### src/lfh_pkg.sv
package lfh_pkg;

  // Default strip length
  localparam int unsigned PIXELS_DEF = 32;

  // Field widths
  localparam int unsigned HEAT_W = 16;  // 8.8 unsigned heat
  localparam int unsigned MS_W   = 16;
  localparam int unsigned INJ_W  = 8;
  localparam int unsigned PIX_W  = 8;
  localparam int unsigned IDX_W  = 6;
  localparam int unsigned AMT_W  = 32;  // cool_rate * ms_elapsed
  localparam int unsigned COOL_W = 16;

  // APB
  localparam int unsigned PADDR_W = 3;
  localparam int unsigned PDATA_W = 32;

  // Register indexes
  localparam logic REG_COOL = 1'b0;
  localparam logic REG_REV  = 1'b1;

  // Reset values
  localparam logic [COOL_W-1:0] COOL_RST = 16'd65;
  localparam logic              REV_RST  = 1'b0;

  // Control from the sequencer to the heat unit
  typedef struct packed {
    logic en;        // a pixel's stored heat is on the RAM read data
    logic sel_inj;   // writing pixel 0
    logic sel_half;  // writing pixel 1
  } heat_ctrl_t;

endpackage

### src/lfh_if.sv
interface lfh_in_if;
  logic                        valid;
  logic                        ready;
  logic [lfh_pkg::MS_W-1:0]    ms_elapsed;
  logic [lfh_pkg::INJ_W-1:0]   inject_heat;

  modport source (output valid, ms_elapsed, inject_heat, input ready);
  modport sink   (input valid, ms_elapsed, inject_heat, output ready);
endinterface

interface lfh_out_if;
  logic                        valid;
  logic                        ready;
  logic [lfh_pkg::PIX_W-1:0]   pixel_heat;
  logic [lfh_pkg::IDX_W-1:0]   pixel_index;
  logic                        last;

  modport source (output valid, pixel_heat, pixel_index, last, input ready);
  modport sink   (input valid, pixel_heat, pixel_index, last, output ready);
endinterface

### src/lfh_ram.sv
module lfh_ram #(
  parameter int unsigned WIDTH = 16,
  parameter int unsigned DEPTH = 32
) (
  input  logic                     clk_i,
  input  logic                     we_i,
  input  logic [$clog2(DEPTH)-1:0] waddr_i,
  input  logic [WIDTH-1:0]         wdata_i,
  input  logic                     re_i,
  input  logic [$clog2(DEPTH)-1:0] raddr_i,
  output logic [WIDTH-1:0]         rdata_o
);

  logic [WIDTH-1:0] mem_q [DEPTH];
  logic [WIDTH-1:0] rdata_q;

  always_ff @(posedge clk_i) begin
    if (we_i) begin
      mem_q[waddr_i] <= wdata_i;
    end
    if (re_i) begin
      rdata_q <= mem_q[raddr_i];
    end
  end

  assign rdata_o = rdata_q;

endmodule

### src/lfh_cfg.sv
module lfh_cfg (
  input  logic                          clk_i,
  input  logic                          rst_ni,
  input  logic                          psel,
  input  logic                          penable,
  input  logic                          pwrite,
  input  logic [lfh_pkg::PADDR_W-1:0]   paddr,
  input  logic [lfh_pkg::PDATA_W-1:0]   pwdata,
  output logic [lfh_pkg::PDATA_W-1:0]   prdata,
  output logic                          pready,
  output logic [lfh_pkg::COOL_W-1:0]    cool_rate_o,
  output logic                          reverse_order_o
);

  logic [lfh_pkg::COOL_W-1:0] cool_q;
  logic                       rev_q;
  logic                       wr;
  logic                       sel_idx;

  assign pready  = 1'b1;
  assign wr      = psel & penable & pwrite;
  assign sel_idx = paddr[2];  // byte address 4*i, low bits ignored

  always_ff @(posedge clk_i or negedge rst_ni) begin
    if (!rst_ni) begin
      cool_q <= lfh_pkg::COOL_RST;
      rev_q  <= lfh_pkg::REV_RST;
    end else if (wr) begin
      if (sel_idx == lfh_pkg::REG_COOL) begin
        cool_q <= pwdata[lfh_pkg::COOL_W-1:0];
      end else begin
        rev_q <= pwdata[0];
      end
    end
  end

  always_comb begin
    prdata = '0;
    if (sel_idx == lfh_pkg::REG_COOL) begin
      prdata[lfh_pkg::COOL_W-1:0] = cool_q;
    end else begin
      prdata[0] = rev_q;
    end
  end

  assign cool_rate_o     = cool_q;
  assign reverse_order_o = rev_q;

endmodule

### src/lfh_heat_unit.sv
// One pixel per cycle: cool, then average the two cooled pixels below,
// or half pixel 0, or inject into pixel 0.
module lfh_heat_unit (
  input  logic                         clk_i,
  input  lfh_pkg::heat_ctrl_t          ctrl_i,
  input  logic                         store_ok_i,  // store written at least once
  input  logic [lfh_pkg::HEAT_W-1:0]   rdata_i,
  input  logic [lfh_pkg::AMT_W-1:0]    amount_i,
  input  logic [lfh_pkg::INJ_W-1:0]    inject_i,
  output logic [lfh_pkg::HEAT_W-1:0]   wdata_o
);

  logic [lfh_pkg::HEAT_W-1:0] heat;
  logic [lfh_pkg::HEAT_W-1:0] cooled;
  logic [lfh_pkg::HEAT_W-1:0] c1_q;  // cooled pixel i-1
  logic [lfh_pkg::HEAT_W-1:0] c2_q;  // cooled pixel i-2
  logic [lfh_pkg::INJ_W:0]    inj_sum;
  logic [lfh_pkg::HEAT_W:0]   avg_sum;
  logic [lfh_pkg::PIX_W-1:0]  inj_sat;

  // never-written store reads as zero
  assign heat = store_ok_i ? rdata_i : '0;

  always_comb begin
    if (lfh_pkg::AMT_W'(heat) > amount_i) begin
      cooled = heat - amount_i[lfh_pkg::HEAT_W-1:0];
    end else begin
      cooled = '0;
    end
  end

  assign inj_sum = (lfh_pkg::INJ_W+1)'(cooled[lfh_pkg::HEAT_W-1:lfh_pkg::PIX_W])
                 + (lfh_pkg::INJ_W+1)'(inject_i);
  assign inj_sat = inj_sum[lfh_pkg::INJ_W] ? '1 : inj_sum[lfh_pkg::INJ_W-1:0];
  assign avg_sum = (lfh_pkg::HEAT_W+1)'(c1_q) + (lfh_pkg::HEAT_W+1)'(c2_q);

  always_comb begin
    if (ctrl_i.sel_inj) begin
      wdata_o = {inj_sat, {lfh_pkg::PIX_W{1'b0}}};
    end else if (ctrl_i.sel_half) begin
      wdata_o = c1_q >> 1;
    end else begin
      wdata_o = avg_sum[lfh_pkg::HEAT_W:1];
    end
  end

  always_ff @(posedge clk_i) begin
    if (ctrl_i.en) begin
      c2_q <= c1_q;
      c1_q <= cooled;
    end
  end

endmodule

### src/led_fire_heat_simulation_core.sv
// Fire heat simulation for a strip of PIXELS lights.
// in_if carries one frame per item: ms_elapsed (cooling time) and inject_heat.
// out_if returns PIXELS items per frame: pixel_heat, pixel_index (0 first) and
// last on the final one. reverse_order = 1 emits the top pixel first.
// Registers over APB: cool_rate at 0x0 (8.8 heat per ms), reverse_order at 0x4.
// Heat lives in a PIXELS x 16 RAM, one read and one write port.
// Per frame: accept (cooling amount multiplied into a register), then the
// update walk through the shared heat unit, one pixel a cycle, then
// emission (one RAM read, then one item per cycle while the receiver keeps
// ready high). The spacing of accepted frames is set by the RAM read
// port, walked once for the update and once for the readout. in_if.ready
// is high only between frames.
// Reset clears the sequencer, the registers to their defaults, and a
// single store-written flag: until the first frame has finished its update
// the RAM reads as zero, so no clearing pass is needed.
// A stalled receiver holds the output register and pauses RAM reads; the
// frame resumes when ready returns. The last item may still sit in the output
// register while the next frame is accepted.
module led_fire_heat_simulation_core #(
  parameter int unsigned PIXELS = lfh_pkg::PIXELS_DEF
) (
  input  logic                          clk_i,
  input  logic                          rst_ni,
  lfh_in_if.sink                        in_if,
  lfh_out_if.source                     out_if,
  input  logic                          psel,
  input  logic                          penable,
  input  logic                          pwrite,
  input  logic [lfh_pkg::PADDR_W-1:0]   paddr,
  input  logic [lfh_pkg::PDATA_W-1:0]   pwdata,
  output logic [lfh_pkg::PDATA_W-1:0]   prdata,
  output logic                          pready
);

  localparam int unsigned AW = $clog2(PIXELS);
  localparam int unsigned CW = $clog2(PIXELS + 1);

  localparam logic [1:0] ST_IDLE = 2'd0;
  localparam logic [1:0] ST_UPD  = 2'd1;
  localparam logic [1:0] ST_EMIT = 2'd2;

  logic [1:0]                   state_q, state_d;
  logic [CW-1:0]                cnt_q, cnt_d;     // update walk, 0..PIXELS
  logic [CW-1:0]                iss_q, iss_d;     // emission reads issued
  logic [AW-1:0]                ld_q, ld_d;       // emission items loaded
  logic                         pend_q, pend_d;   // RAM read data pending
  logic                         ov_q, ov_d;
  logic                         ok_q, ok_d;       // store written once
  logic [lfh_pkg::AMT_W-1:0]    amount_q;
  logic [lfh_pkg::INJ_W-1:0]    inj_q;
  logic [lfh_pkg::PIX_W-1:0]    heat_q;
  logic [lfh_pkg::IDX_W-1:0]    idx_q;
  logic                         last_q;

  logic [lfh_pkg::COOL_W-1:0]   cool_rate;
  logic                         reverse_order;
  logic                         in_acc;
  logic                         load, issue, ld_last;
  logic                         ram_we, ram_re;
  logic [AW-1:0]                ram_waddr, ram_raddr, emit_addr;
  logic [lfh_pkg::HEAT_W-1:0]   ram_wdata, ram_rdata;
  lfh_pkg::heat_ctrl_t          hctrl;

  lfh_cfg u_cfg (
    .clk_i           (clk_i),
    .rst_ni          (rst_ni),
    .psel            (psel),
    .penable         (penable),
    .pwrite          (pwrite),
    .paddr           (paddr),
    .pwdata          (pwdata),
    .prdata          (prdata),
    .pready          (pready),
    .cool_rate_o     (cool_rate),
    .reverse_order_o (reverse_order)
  );

  assign in_if.ready = (state_q == ST_IDLE);
  assign in_acc      = in_if.valid & in_if.ready;

  // update walk: read pixel cnt, write pixel cnt-1
  assign hctrl.en       = (state_q == ST_UPD) && (cnt_q != '0);
  assign hctrl.sel_inj  = (cnt_q == CW'(1));
  assign hctrl.sel_half = (cnt_q == CW'(2));

  // emission
  assign load    = pend_q && (!ov_q || out_if.ready);
  assign issue   = (state_q == ST_EMIT) && (iss_q < CW'(PIXELS)) && (!pend_q || load);
  assign ld_last = (ld_q == AW'(PIXELS - 1));
  assign emit_addr = reverse_order ? (AW'(PIXELS - 1) - iss_q[AW-1:0]) : iss_q[AW-1:0];

  assign ram_we    = hctrl.en;
  assign ram_waddr = AW'(cnt_q - CW'(1));
  assign ram_re    = ((state_q == ST_UPD) && (cnt_q < CW'(PIXELS))) || issue;
  assign ram_raddr = (state_q == ST_UPD) ? cnt_q[AW-1:0] : emit_addr;

  always_comb begin
    state_d = state_q;
    cnt_d   = cnt_q;
    iss_d   = iss_q;
    ld_d    = ld_q;
    ok_d    = ok_q;
    pend_d  = issue ? 1'b1 : (load ? 1'b0 : pend_q);
    ov_d    = load ? 1'b1 : (out_if.ready ? 1'b0 : ov_q);
    case (state_q)
      ST_IDLE: begin
        if (in_acc) begin
          state_d = ST_UPD;
          cnt_d   = '0;
        end
      end
      ST_UPD: begin
        if (cnt_q == CW'(PIXELS)) begin
          state_d = ST_EMIT;
          ok_d    = 1'b1;
          iss_d   = '0;
          ld_d    = '0;
        end else begin
          cnt_d = cnt_q + CW'(1);
        end
      end
      ST_EMIT: begin
        if (issue) begin
          iss_d = iss_q + CW'(1);
        end
        if (load) begin
          ld_d = ld_q + AW'(1);
          if (ld_last) begin
            state_d = ST_IDLE;
          end
        end
      end
      default: begin
        state_d = ST_IDLE;
      end
    endcase
  end

  always_ff @(posedge clk_i or negedge rst_ni) begin
    if (!rst_ni) begin
      state_q <= ST_IDLE;
      cnt_q   <= '0;
      iss_q   <= '0;
      ld_q    <= '0;
      pend_q  <= 1'b0;
      ov_q    <= 1'b0;
      ok_q    <= 1'b0;
    end else begin
      state_q <= state_d;
      cnt_q   <= cnt_d;
      iss_q   <= iss_d;
      ld_q    <= ld_d;
      pend_q  <= pend_d;
      ov_q    <= ov_d;
      ok_q    <= ok_d;
    end
  end

  // payload registers
  always_ff @(posedge clk_i) begin
    if (in_acc) begin
      amount_q <= lfh_pkg::AMT_W'(cool_rate) * lfh_pkg::AMT_W'(in_if.ms_elapsed);
      inj_q    <= in_if.inject_heat;
    end
    if (load) begin
      heat_q <= ram_rdata[lfh_pkg::HEAT_W-1:lfh_pkg::HEAT_W-lfh_pkg::PIX_W];
      idx_q  <= lfh_pkg::IDX_W'(ld_q);
      last_q <= ld_last;
    end
  end

  assign out_if.valid       = ov_q;
  assign out_if.pixel_heat  = heat_q;
  assign out_if.pixel_index = idx_q;
  assign out_if.last        = last_q;

  lfh_heat_unit u_heat (
    .clk_i      (clk_i),
    .ctrl_i     (hctrl),
    .store_ok_i (ok_q),
    .rdata_i    (ram_rdata),
    .amount_i   (amount_q),
    .inject_i   (inj_q),
    .wdata_o    (ram_wdata)
  );

  lfh_ram #(
    .WIDTH (lfh_pkg::HEAT_W),
    .DEPTH (PIXELS)
  ) u_ram (
    .clk_i   (clk_i),
    .we_i    (ram_we),
    .waddr_i (ram_waddr),
    .wdata_i (ram_wdata),
    .re_i    (ram_re),
    .raddr_i (ram_raddr),
    .rdata_o (ram_rdata)
  );

  // an accepted frame starts its update walk at pixel 0
  a_start_walk: assert property (@(posedge clk_i) disable iff (!rst_ni)
    in_acc |=> (state_q == ST_UPD) && (cnt_q == '0))
    else $error("frame did not start update walk");

  // pending read data only exists during emission
  a_pend_emit: assert property (@(posedge clk_i) disable iff (!rst_ni)
    pend_q |-> (state_q == ST_EMIT))
    else $error("read pending outside emission");

  // loads never run ahead of issued reads
  a_issue_order: assert property (@(posedge clk_i) disable iff (!rst_ni)
    (state_q == ST_EMIT) |-> (iss_q >= CW'(ld_q)))
    else $error("emission load ahead of reads");

  // the last item of a frame ends the frame
  a_last_ends: assert property (@(posedge clk_i) disable iff (!rst_ni)
    (load && ld_last) |=> (state_q == ST_IDLE) && out_if.last && out_if.valid)
    else $error("frame did not end on last item");

endmodule

### src/flat_wrapper.sv
// flat-port wrapper written by rule: the top's interface ports become plain ports
module led_fire_heat_simulation_core_flat 
#(
  parameter int unsigned PIXELS = lfh_pkg::PIXELS_DEF
)
  (clk_i, rst_ni, psel, penable, pwrite, paddr, pwdata, prdata, pready, in_if_valid, in_if_ms_elapsed, in_if_inject_heat, in_if_ready, out_if_valid, out_if_pixel_heat, out_if_pixel_index, out_if_last, out_if_ready);
  lfh_in_if in_if_i ();
  lfh_out_if out_if_i ();
  input  logic clk_i;
  input  logic rst_ni;
  input  logic psel;
  input  logic penable;
  input  logic pwrite;
  input  logic [lfh_pkg::PADDR_W-1:0] paddr;
  input  logic [lfh_pkg::PDATA_W-1:0] pwdata;
  output logic [lfh_pkg::PDATA_W-1:0] prdata;
  output logic pready;
  input wire logic [$bits(in_if_i.valid)-1:0] in_if_valid;
  input wire logic [$bits(in_if_i.ms_elapsed)-1:0] in_if_ms_elapsed;
  input wire logic [$bits(in_if_i.inject_heat)-1:0] in_if_inject_heat;
  output wire logic [$bits(in_if_i.ready)-1:0] in_if_ready;
  output wire logic [$bits(out_if_i.valid)-1:0] out_if_valid;
  output wire logic [$bits(out_if_i.pixel_heat)-1:0] out_if_pixel_heat;
  output wire logic [$bits(out_if_i.pixel_index)-1:0] out_if_pixel_index;
  output wire logic [$bits(out_if_i.last)-1:0] out_if_last;
  input wire logic [$bits(out_if_i.ready)-1:0] out_if_ready;
  assign in_if_i.valid = in_if_valid;
  assign in_if_i.ms_elapsed = in_if_ms_elapsed;
  assign in_if_i.inject_heat = in_if_inject_heat;
  assign in_if_ready = in_if_i.ready;
  assign out_if_valid = out_if_i.valid;
  assign out_if_pixel_heat = out_if_i.pixel_heat;
  assign out_if_pixel_index = out_if_i.pixel_index;
  assign out_if_last = out_if_i.last;
  assign out_if_i.ready = out_if_ready;
  led_fire_heat_simulation_core #(.PIXELS(PIXELS)) u_core (.clk_i(clk_i), .rst_ni(rst_ni), .in_if(in_if_i), .out_if(out_if_i), .psel(psel), .penable(penable), .pwrite(pwrite), .paddr(paddr), .pwdata(pwdata), .prdata(prdata), .pready(pready));
endmodule
### config.mk
export PLATFORM = sky130hd
export DESIGN_NAME = led_fire_heat_simulation_core_flat
export DESIGN_NICKNAME = d
export VERILOG_FILES = /design/src/lfh_pkg.sv /design/src/lfh_if.sv /design/src/lfh_ram.sv /design/src/lfh_cfg.sv /design/src/lfh_heat_unit.sv /design/src/led_fire_heat_simulation_core.sv /design/src/flat_wrapper.sv
export SDC_FILE = /design/constraint.sdc
export NUM_CORES = 2
export LEC_CHECK = 0
export ABC_AREA = 1
export ABC_CLOCK_PERIOD_IN_PS = 16800
export BUFFER_PORTS_ARGS = -buffer_cell sky130_fd_sc_hd__buf_4
export CAP_MARGIN = 20
export CORE_MARGIN = 4
export CORE_UTILIZATION = 25
export CTS_CLUSTER_SIZE = 28
export DETAILED_ROUTE_END_ITERATION = 16
export GPL_ROUTABILITY_DRIVEN = 0
export PLACE_DENSITY = 0.48
export SYNTH_ARGS = -nofsm -noshare
export SYNTH_HDL_FRONTEND = slang
export SYNTH_SLANG_ARGS = --single-unit
export TNS_END_PERCENT = 30
### constraint.sdc
create_clock -name clk_i -period 16.8 [get_ports clk_i]
set_clock_uncertainty 0.15 [all_clocks]
set_input_delay 1.68 -clock clk_i [delete_from_list [all_inputs] [get_ports clk_i]]
set_output_delay 1.68 -clock clk_i [all_outputs]
set_load 0.02 [all_outputs]
==> flow_metrics.tcl <==
set metrics [dict create \
    synth_top_family_by_area "simple AND/OR/NAND/NOR gates" \
    insertion_delay_ns 0.65 \
    rr_worst_depth 18 \
    arrival_ns 6.71 \
    hold_buffers 0 \
    final_max_slew_viol_count 0 \
    worstSetupStartpointType "input port" \
    io_pins 116 \
    fin_setup_tns_ns 0 \
    synth_seq_cells 653 \
    syn_inst 4193 \
    grt_overflow 0 \
    ys_warn_count 0 \
    syn_avg_cell_area_sq_um 9.36 \
    ctsResizeCount 0 \
    r2r_slack_ns 10.69 \
    crit_chain "buf_4 > nand2_1 > fa_1 > inv_1 > fa_1 > inv_1 > fa_1 > inv_1 > fa_1 > fa_1 > inv_1 > fa_1 > inv_1 > ha_1 > a21oi_1 > o21ai_0 > a21oi_1 > nand3_1 > nand3_1 > nand2_1 > nand2_1 > nand2_1" \
    cp_slowest_cell "fa_1" \
    reg2reg_from "u_core.u_cfg.cool_rate_o[10]" \
    nets 4621 \
    yosys.area_share.simple 0.216 \
    final-seq-area_sq_um 19400 \
    cp-startpoint "in_if_ms_elapsed[7]" \
    die_y_um 404 \
    setup_viol 0 \
    htreeDepth 3 \
    postCtsSetupRepairBufs 0 \
    worst_ep_required_time_ns 17.04 \
    synth.cell_area_sq_um 39200 \
    drc 0 \
    most-common-layout-cells "1015 x nand2_1, 788 x inv_1, 614 x edfxtp_1" \
    grt_pass1_wl_um 166000 \
    wl_per_cell_um 17.1 \
    grt_pass1_vias 27500 \
    grtUsageTotal 0.131 \
    cap_viol_max_count 0 \
    final_common_cell "nand2_1" \
    rsz0062_at_grt "false" \
    vias_per_cell 4.40 \
    die_w_um 404 \
    timing.slew.headroom 0.251 \
    synthMuxAreaShare 0 \
    post-route-period-util 0.385 \
    crit_path_end "u_core.amount_q[30]" \
    multiInputGateArea_sq_um 15900 \
    synthFlopType "edfxtp_1" \
    cts_buffers 78 \
    path_clk_slew_ns 0.06 \
    synth_xor_area_frac 0.0112 \
    end_kind "flop" \
    drt_iter0_drc 2131 \
    row_count 145 \
    clockBufferDepth 3 \
    area_growth_pct 13.4 \
    async_flop_share 0.0597 \
    antenna_found_initial 1 \
    wl_um 108000 \
    status "finished clean" \
    start_util 0.251 \
    die-area_sq_um 163000 \
    max_stage_delay_ns 0.57 \
    hold_path_class "flop to flop" \
    synth-compound-area-share 0.0245 \
    cts_root_buf "clkbuf_16" \
    drive_above_1_share 0.0651 \
    synth-edff-count 614 \
    grt_max_degree 152 \
    crit_type "input port to flop" \
    timing_hold_violations_final 0 \
    port_buffers 79 \
    synth_fa_ha_area_frac 0.149 \
    synth_cell_types 41 \
    r2r-end "u_core.amount_q[20]" \
    path_max_fanout 16 \
    vias 27800 \
    ys_seq_area_frac 0.495 \
    dp_hpwl_um 67700 \
    fmax_mhz 155 \
    period_minus_slack_ns 6.47 \
    tritoncts "built" \
    ant_nets 0 \
    hold_path_depth 0 \
    core-area_sq_um 156000 \
    n_fill_cell 16400 \
    worst_pin_slew_ns 1.12 \
    cpMostUsedCell "fa_1" \
    dr.pass1.iters 6 \
    cts_sinks 653 \
]
==> worst max-delay path, delay by kind of cell <==
kind	cells	cell delay, ns
AOI/OAI and AO/OA	3	0.60
buffers and inverters	6	0.48
and+or+nand+nor	6	0.60
adders and majority gates	7	3.34
==> area by class of cell <==
type | instances | area share
sequential | 653 | 0.436
multi-input combinational | 2534 | 0.356
inverter | 794 | 0.0671
tap | 2058 | 0.0579
clock buffer | 95 | 0.0453
timing repair buffer | 145 | 0.0250
clock inverter | 51 | 0.0121
antenna | 1 | 0.0000562
==> kinds of logic after synthesis <==
family | count (synthesis)
other | 2
xor gates and xnor gates | 50
DFF | 653
adders and majority gates | 349
buffers and inverters | 1022
and+or+nand+nor | 1937
AOI/OAI and AO/OA | 180
==> cell usage after synthesis (36+ instances only) <==
| cell | count | area (sq um) |
|---|---|---|
| nand3b_1 | 84 | 631 |
| nor2_1 | 179 | 672 |
| buf_2 | 100 | 500 |
| nand3_1 | 606 | 3030 |
| nand2_1 | 1017 | 3820 |
| clkbuf_1 | 87 | 327 |
| xor2_1 | 36 | 315 |
| dfrtp_1 | 37 | 926 |
| o21ai_0 | 49 | 245 |
| fa_1 | 197 | 3940 |
| a21oi_1 | 103 | 515 |
| ha_1 | 152 | 1900 |
| buf_4 | 36 | 270 |
| inv_1 | 790 | 2970 |
| edfxtp_1 | 614 | 18400 |
==> metrics by stage <==
stage	worst slack, ns	instance area [sq um]	hold WS (ns)	util	cells
4_1_cts	10.35	44500	0.314	0.285	6330
3_5_place_dp	9.66	41900	0.295	0.269	6184
6_report	10.33	44500	0.302	0.285	6331
5_1_grt	10.09	44500	0.324	0.285	6331
2_1_floorplan	9.89	39300	0.276	-	4209
3_3_place_gp	9.67	41900	0.291	0.269	6184
==> how the worst min path moves through the flow <==
stage	slack (ns)	to	startpoint
3_3_place_gp	0.29	u_core.u_heat.c2_q[0]	u_core.u_heat.c1_q[0]
4_1_cts	0.31	u_core.u_heat.c2_q[0]	u_core.u_heat.c1_q[0]
2_1_floorplan	0.28	u_core.out_if.pixel_heat[1]	u_core.u_ram.rdata_o[9]
6_report	0.30	u_core.u_heat.c2_q[0]	u_core.u_heat.c1_q[0]
5_1_grt	0.32	u_core.u_heat.c2_q[0]	u_core.u_heat.c1_q[0]
3_5_place_dp	0.29	u_core.u_heat.c2_q[0]	u_core.u_heat.c1_q[0]
==> layer usage <==
layer / vias to the layer above / part of all wire / GRT usage
met5: - / 0 / 0
met4: 0 / 0.024 / 0.0335
met3: 146 / 0.054 / 0.0218
met2: 652 / 0.46 / 0.214
met1: 13600 / 0.46 / 0.181
li1: 13400 / - / -
==> flip-flops by register name, indices dropped and copies added (netlist names), 2 cells and up <==
name / flops
u_core.u_cfg.cool_rate_o: 16
u_core.inj_q: 8
u_core.iss_q: 6
u_core.cnt_q: 6
u_core.state_q: 2
u_core.u_ram.mem_q: 512
u_core.ld_q: 5
u_core.out_if.pixel_index: 5
u_core.u_heat.c1_q: 16
u_core.amount_q: 32
u_core.out_if.pixel_heat: 8
u_core.u_ram.rdata_o: 16
u_core.u_heat.c2_q: 16
Power is left out: the tool's default activity adds up to more than one toggle a clock period on the data nets, which glitch-free logic cannot reach.
